[config.mk]
export PLATFORM = sky130hd
export DESIGN_NAME = ptfq_ctrl
export DESIGN_NICKNAME = d
export VERILOG_FILES = /design/src/hdl/ptfq_pkg.sv /design/src/hdl/ptfq_ctrl.sv
export SDC_FILE = /design/constraint.sdc
export NUM_CORES = 1
export LEC_CHECK = 0
export BUFFER_PORTS_ARGS = -buffer_cell sky130_fd_sc_hd__buf_2
export CAP_MARGIN = 20
export CORE_AREA = 5 5 42 44
export CTS_CLUSTER_DIAMETER = 150
export DETAILED_ROUTE_END_ITERATION = 16
export DIE_AREA = 0 0 47 49
export GPL_TIMING_DRIVEN = 0
export PLACE_DENSITY = 0.38
export SKIP_CTS_REPAIR_TIMING = 1
export SYNTH_ARGS = -nofsm -noshare
export SYNTH_HDL_FRONTEND = slang
export SYNTH_SLANG_ARGS = --single-unit
export TNS_END_PERCENT = 30
[constraint.sdc]
create_clock -name clk -period 1.2 [get_ports clk]
set_clock_uncertainty 0.1 [all_clocks]
set_input_delay 0.18 -clock clk [delete_from_list [all_inputs] [get_ports clk]]
set_output_delay 0.18 -clock clk [all_outputs]
set_load 0.05 [all_outputs]
[src/hdl/ptfq_pkg.sv]
// Package: shared types and constants for the priority transmit frame slot queue.
`timescale 1ns / 1ps

package ptfq_pkg;

  localparam int SLOTS_DEF      = 3;
  localparam int SLOT_WORDS_DEF = 256;
  localparam int AGE_W          = 16;

  typedef enum logic [1:0] {
    ST_STORED  = 2'd0,
    ST_REJECT  = 2'd1,
    ST_SENT    = 2'd2,
    ST_NOTHING = 2'd3
  } status_t;

  typedef enum logic {
    ACT_OFFER    = 1'b0,
    ACT_TRANSMIT = 1'b1
  } action_t;

  typedef struct packed {
    action_t     action;
    logic [7:0]  frame_word;
    logic [1:0]  slot_priority;
    logic        last_word;
  } ptfq_in_t;

  typedef struct packed {
    status_t     status;
    logic [7:0]  tx_octet;
    logic        frame_end;
    logic [1:0]  free_slots;
    logic        idle;
  } ptfq_out_t;

  // controller to datapath
  typedef struct packed {
    logic load;
    logic exec;
  } ptfq_cmd_t;

endpackage

[src/hdl/ptfq_ctrl.sv]
// Controller: sequences capture, execute and result strobe for each word.
`timescale 1ns / 1ps

module ptfq_ctrl (
  input  logic              clk,
  input  logic              rst,
  input  logic              start,
  output logic              busy,
  output logic              done,
  output ptfq_pkg::ptfq_cmd_t cmd
);
  import ptfq_pkg::*;

  typedef enum logic [1:0] {
    S_IDLE,
    S_EXEC,
    S_RESP
  } state_t;

  state_t state;

  always_comb begin
    cmd.load = start && !busy;
    cmd.exec = (state == S_EXEC);
  end

  always_ff @(posedge clk) begin
    if (rst) begin
      state <= S_IDLE;
      busy  <= 1'b0;
      done  <= 1'b0;
    end else begin
      case (state)
        S_IDLE: begin
          done <= 1'b0;
          if (start) begin
            state <= S_EXEC;
            busy  <= 1'b1;
          end
        end
        S_EXEC: begin
          state <= S_RESP;
          busy  <= 1'b0;
          done  <= 1'b1;
        end
        S_RESP: begin
          done <= 1'b0;
          if (start) begin
            state <= S_EXEC;
            busy  <= 1'b1;
          end else begin
            state <= S_IDLE;
          end
        end
        default: begin
          state <= S_IDLE;
          busy  <= 1'b0;
          done  <= 1'b0;
        end
      endcase
    end
  end

endmodule

**Word level (Yosys, flattened, before mapping)**

Index checks and enable logic that the tools add are counted.

- Bits in registers: 4
- Latch bits: 0
- Memory bits (writable): 0
- ROM bits: 0
- Output and inout port bits: 4
- Word-level logic and storage cells: 16
- Memories kept: 0

- Add/sub/neg operators: 0
- Multiply operators: 0
- Div/mod/pow operators: 0
- Order comparisons: 0
- Equality and inequality tests: 3
- Shift-type cells: 0
- Multiplexer cells: 4
- Bitwise gates (word level): 1
- Reduce and logical (&&, ||, !) cells: 5

Operators by type and width:

| operator | count |
|---|---|
| $pmux W2 S3 | 1 |
| $reduce_or A2 Y1 | 2 |
| $eq A2 B1 Y1 const B | 1 |
| $eq A2 B2 Y1 const B | 1 |
| $logic_not A2 Y1 | 1 |
| $mux W1 | 2 |
| $mux W2 | 1 |
| $ne A2 B2 Y1 const B | 1 |
| $logic_and A1 B1 Y1 | 1 |
| $logic_not A1 Y1 | 1 |
| $not A1 Y1 | 1 |

**Depth between registers and ports, before layout**

Gate-level depths: netlist (run 1).

- Word-level depth: 4
- Depth in mapped cells: 2
- Mapped depth without buffers: 2

**Least setup slack after synthesis (run 1)**

OpenSTA, ideal clock, no wires.

- Kind: reg-to-output
- Start point: register busy
- End point: output cmd[1] (netlist bit)
- Arrival: 1.239 ns
- Required time: 0.920 ns
- Slack: -0.319 ns
- Cell stages (with the launch flop): 2
- Buffers on the path: 0
- Cell sequence: dfxtp_1 -> nor2b_1

RTL lines:

| item | line | source |
|---|---|---|
| from (decl) | ptfq_ctrl.sv:8 | `output logic busy,` |
| from (signal assigned) | ptfq_ctrl.sv:30 | `busy <= 1'b0;` |
| from (signal assigned) | ptfq_ctrl.sv:38 | `busy <= 1'b1;` |
| from (signal assigned) | ptfq_ctrl.sv:43 | `busy <= 1'b0;` |
| to (decl) | ptfq_ctrl.sv:10 | `output ptfq_pkg::ptfq_cmd_t cmd` |

==> results of run 1 <==
==> state kept, by name (all words and copies together), names as in the netlist <==
register / cells
state: 2
busy: 1
done: 1
==> critical path: cells and delay by family, from the launching register on <==
kind	cells	cell delay, ns
buffers and inverters	1	0.16
AND/OR/NAND/NOR	1	0.17
flip-flops	1	0.32
==> through the flow <==
step | cells | TNS (ns) | area [µm²] | setup WS (ns) | power (mW)
6_report | 36 | 0 | 228 | 0.0336 | 0.381
2_1_floorplan | 11 | 0 | 139 | 0.0691 | 0.192
5_1_grt | 36 | -0.00672 | 228 | -0.00672 | 0.407
4_1_cts | 36 | -0.122 | 211 | -0.0981 | 0.381
3_3_place_gp | 33 | 0 | 189 | 0.178 | 0.205
3_5_place_dp | 33 | 0 | 189 | 0.159 | 0.207
==> cell usage after synthesis <==
cell | n | share of area
nor2b_4 | 1 | 0.10
and2b_1 | 2 | 0.11
dfxtp_1 | 4 | 0.61
nor2_1 | 1 | 0.029
nor3_1 | 1 | 0.038
nor3b_1 | 1 | 0.057
nor2b_1 | 1 | 0.048
==> kinds of logic after synthesis <==
| group | Yosys count | share of synthesized area |
|---|---|---|
| simple gates | 7 | 0.390 |
| flops | 4 | 0.610 |
==> power by group <==
group | internal, mW | total (mW) | switching (mW)
logic | 0.0248 | 0.0649 | 0.0401
registers | 0.141 | 0.147 | 0.00548
clock network | 0.112 | 0.169 | 0.0572
==> worst paths after layout <==
kind,slack [ns],cells past startpoint,endpoint
setup / recovery,0.03,2,cmd[0]
hold / removal,0.04,2,busy$_SDFFE_PP0P_
setup reg to reg,0.40,2,state[1]$_SDFFE_PP0P_
hold reg to reg,0.31,1,state[0]$_SDFFE_PP0P_
==> cell type report <==
cell class              instances  area, µm²  share of cell area
flip-flops and latches          4       81.3               0.357
repair buffers                  6       45.0               0.198
well taps                      16       20.0              0.0879
clock buffers                   3       22.5              0.0989
multi-input cells               7       58.8               0.258
==> layer usage <==
| layer | GRT usage | vias to the layer above | wire length, µm |
|---|---|---|---|
| met2 | 0.0271 | 9 | 85 |
| met4 | 0.0415 | 0 | 6 |
| met5 | 0 | - | 0 |
| met1 | 0.0287 | 49 | 112 |
| li1 | - | 54 | - |
| met3 | 0.0554 | 2 | 80 |
==> summary.txt, run 1 <==
Synth
  – Syn Std Cell Area: between 100 and 150 µm²
  – Synth warn: 0
  – Post-synthesis sequential area ratio: 0.610
  – Syn_area_per_cell: 11.9 µm²
  – Number of distinct library cells after synthesis: 7
  – Flop and latch count out of synthesis: 4
  – Syn Inst Count: 11
  – Syn_nets: 14

Placement
  – Gpl congestion: 0.661
  – PortBufs: 6

Timing
  – Hold WS: 0.0416 ns
  – Slew Viols, Final: 0
  – Endpoints failing hold: 0
  – Final setup fails: 0
  – Minimum clock period: 1.17 ns
  – Max Clk Rate: 0.857 GHz
  – Fin crit share: 0.972
  – Rel. slew slack: 0.833
  – Worst slew pin tran: 0.252 ns
  – RSZ-0062 raised after global routing: true

Routing
  – Antenna viol nets, final: 0
  – DR iter-0 viols: 1
  – Wirelength, routed: 284 µm
  – DR vias: 114
  – 1st-pass router iterations: 2
  – Vias/cell: 3.17
  – Routed wire length per instance: 7.89 µm
  – # DRC: 0

Critical path
  – Slowest CP cell: dfxtp_2
  – Critical Path Max Stage Delay: between 0.3 and 0.4 ns
  – Critical path capture point type: primary output
  – Required time at the worst-slack endpoint: 0.92 ns
  – Critical Path Start: state[0]$_SDFFE_PP0P_
  – Critical-path maximum fanout: 3
  – Worst r2r src: state[0]$_SDFFE_PP0P_
  – Kind of launch point of the worst setup path: flip-flop
  – CP Cell Sequence: nor2b_4 > buf_8
  – WS Path Type: reg2out
  – Arrival time at the worst endpoint: 0.89 ns

Floorplan
  – Core ar.: ~1400 µm²
  – Die W: 47 µm
  – Die Area: 2300 µm²
  – Row count: 14
  – Initial core utilization: 0.0938
  – Die Span Y: 49 µm
  – IO Pins: 7

Cells and area
  – Post-layout util: 0.163
  – Layout cells sized above 1: 0.600
  – Ant. Diodes: 0
  – Most frequent cells in the layout: dfxtp_1, clkbuf_4, buf_2
  – Final net count: 25
  – Fill count: approximately 170
  – Area delta synth->final: 73.3%

Global routing
  – Largest net degree at the start of global routing: 5
  – Aggregate global-route resource usage: 0.0346
  – Total congestion overflow: 0
  – Vias in the first global route: between 100 and 150
  – First-pass GRT wire length: 420 µm
  – Initial antenna violation count: 0

Clock tree
  – CTS sink cnt: 4
  – CTS Buf Count: 3
  – Worst-path clk slew: 0.04 ns
  – Worst skew pair latency: 0.23 ns
  – CTS max path bufs: 2
  – TritonCTS clock tree: built
  – Root Buffer: clkbuf_4
  – H-tree Lvls: 1

Run
  – Max Cap Violations: 0

Worst hold path
  – Hold Crit Start: rst
  – Hold Path Class: in2reg

Power and ir drop
  – Power Dens Cells: 1670 nW/µm²
  – Peak supply drop: 0.476 mV
  – Static leakage power: 0.108 nW

Outcome
  – Status: completed
No activity file was read; power rests on OpenSTA's default activity.
==> run 2: changes to the inputs <==
==> constraint.sdc (replaced) <==
create_clock -name clk -period 1.5 [get_ports clk]
set_clock_uncertainty 0.1 [all_clocks]
set_input_delay 0.225 -clock clk [delete_from_list [all_inputs] [get_ports clk]]
set_output_delay 0.225 -clock clk [all_outputs]
set_load 0.05 [all_outputs]
==> summary.txt, run 2 (synthesis gave the netlist of run 1 again) <==
Cells and area
  – Layout cells sized above 1: 0.550 (was 0.600)
  – Most frequent cells in the layout: buf_2, dfxtp_1, clkbuf_4 (was dfxtp_1, clkbuf_4, buf_2)
  – Post-layout util: 0.147 (was 0.163)
  – Ant. Diodes: 0 (unchanged)
  – Largest Register: state (unchanged)
  – Biggest regs: state: 2 flops, busy: 1 flops, done: 1 flops (unchanged)
  – Most common cell after layout, fill and taps aside: buf_2
  – Final instance area: 206 µm² (was 228 µm²)
  – Max FFs per register: 2 (unchanged)
  – Final net count: 25 (unchanged)
  – Area delta synth->final: 57.1% (was 73.3%)

Timing
  – Rel. slew slack: 0.833 (about the same)
  – Max Clk Rate: 0.761 GHz
  – Endpoints failing hold: 0 (unchanged)
  – Final setup fails: 0 (unchanged)
  – Hold WS: 0.102 ns (was 0.0416 ns)
  – Fin crit share: 0.876
  – Minimum clock period: 1.31 ns
  – Setup TNS: 0 ns (unchanged)
  – Slew Viols, Final: 0 (unchanged)
  – Worst slew pin tran: 0.252 ns (about the same)
  – RSZ-0062 raised after global routing: false (was true)

Global routing
  – First-pass GRT wire length: 455 µm (was 420 µm)
  – Largest net degree at the start of global routing: 5 (unchanged)
  – Total congestion overflow: 0 (unchanged)
  – Initial antenna violation count: 0 (unchanged)
  – Aggregate global-route resource usage: 0.0345 (was 0.0346)
  – Vias in the first global route: 115 (was 108)

Power and ir drop
  – Power Dens Cells: 1410 nW/µm² (was 1670 nW/µm²)
  – Static leakage power: 0.100 nW (was 0.108 nW)
  – Peak supply drop: 0.397 mV (was 0.476 mV)

Placement
  – Placed Instance Area: 184 µm² (was 189 µm²)
  – Gpl congestion: 0.659 (was 0.661)
  – PortBufs: 6 (unchanged)

Floorplan
  – Die W: 47 µm (unchanged)
  – Core ar.: 1400 µm² (unchanged)
  – IO Pins: 7 (unchanged)
  – Die Span Y: 49 µm (unchanged)
  – Initial core utilization: 0.0938 (unchanged)
  – Die Area: 2300 µm² (unchanged)
  – Row count: 14 (unchanged)

Critical path
  – CP top delay family: flip-flops (unchanged)
  – Required time at the worst-slack endpoint: 1.17 ns (was 0.92 ns)
  – Slowest CP cell: dfxtp_1 (was dfxtp_2)
  – Critical Path Max Stage Delay: 0.34 ns (was 0.32 ns)
  – CP Cell Sequence: nor2b_4 > buf_2 (was nor2b_4 > buf_8)
  – Arrival time at the worst endpoint: 0.99 ns (was 0.89 ns)
  – Critical path capture point type: primary output (unchanged)
  – WP buf/inv: 1 (unchanged)
  – Kind of launch point of the worst setup path: flip-flop (unchanged)
  – WS Path Type: reg2out (unchanged)
  – Critical-path maximum fanout: 3 (unchanged)

Clock tree
  – Worst-path clk slew: 0.04 ns (about the same)
  – Worst skew pair latency: 0.23 ns (about the same)
  – TritonCTS clock tree: built (unchanged)
  – CTS max path bufs: 2 (unchanged)
  – CTS sink cnt: 4 (unchanged)
  – CTS Buf Count: 3 (unchanged)
  – Root Buffer: clkbuf_4 (unchanged)
  – H-tree Lvls: 1 (unchanged)

Routing
  – Antenna viol nets, final: 0 (unchanged)
  – 1st-pass router iterations: 2 (unchanged)
  – DR iter-0 viols: 2 (was 1)
  – DR vias: 103 (was 114)
  – # DRC: 0 (unchanged)
  – Wirelength, routed: 286 µm (was 284 µm)
  – Routed wire length per instance: 7.94 µm (was 7.89 µm)
  – Vias/cell: 2.86 (was 3.17)

Worst hold path
  – Hold Path Class: in2reg (unchanged)

Outcome
  – Status: completed (unchanged)

Run
  – Max Cap Violations: 0 (unchanged)
[run 2: cell counts in the layout (fill, tap and decap cells not counted)]
Identical to the previous run, type by type.
[run 2: path summary, 6_finish.rpt]
check | from | to | slack [ns] | cells past startpoint
setup / recovery | state[0]$_SDFFE_PP0P_ | cmd[0] | 0.19 | 2
hold reg to reg | state[0]$_SDFFE_PP0P_ | state[0]$_SDFFE_PP0P_ | 0.35 | 1
setup reg to reg | state[0]$_SDFFE_PP0P_ | done$_SDFF_PP0_ | 0.71 | 2
hold / removal | rst | state[0]$_SDFFE_PP0P_ | 0.10 | 2
[run 2: stage by stage]
step | power [mW] | std cells | setup slack (ns)
after global placement | 0.162 | 33 | 0.436
final | 0.290 | 36 | 0.187
after floorplan | 0.151 | 11 | 0.189
after global routing | 0.310 | 36 | 0.128
after CTS | 0.299 | 36 | 0.167
after detailed placement | 0.163 | 33 | 0.419
[run 2: power by group]
group	internal, mW	switching (mW)	total [mW]	leakage (nW)
combinational	0.0131	0.0311	0.0442	0.0534
sequential	0.113	0.00387	0.117	0.0330
clock	0.0892	0.0403	0.130	0.0138
total	0.215	0.0752	0.290	0.100
[run 2: layer usage]
metal | part of all wire | global-route usage
met3 | 0.20 | 0.0554
met5 | 0 | 0
met2 | 0.33 | 0.0317
met4 | 0 | 0.0276
met1 | 0.46 | 0.0308
[run 2: final cells by class]
cell class | instances | area, µm²
fillers | 170 | 1190
flip-flops and latches | 4 | 80.1
multi-input cells | 7 | 53.8
repair buffers | 6 | 30.0
clock buffers | 3 | 22.5
well taps | 16 | 20.0
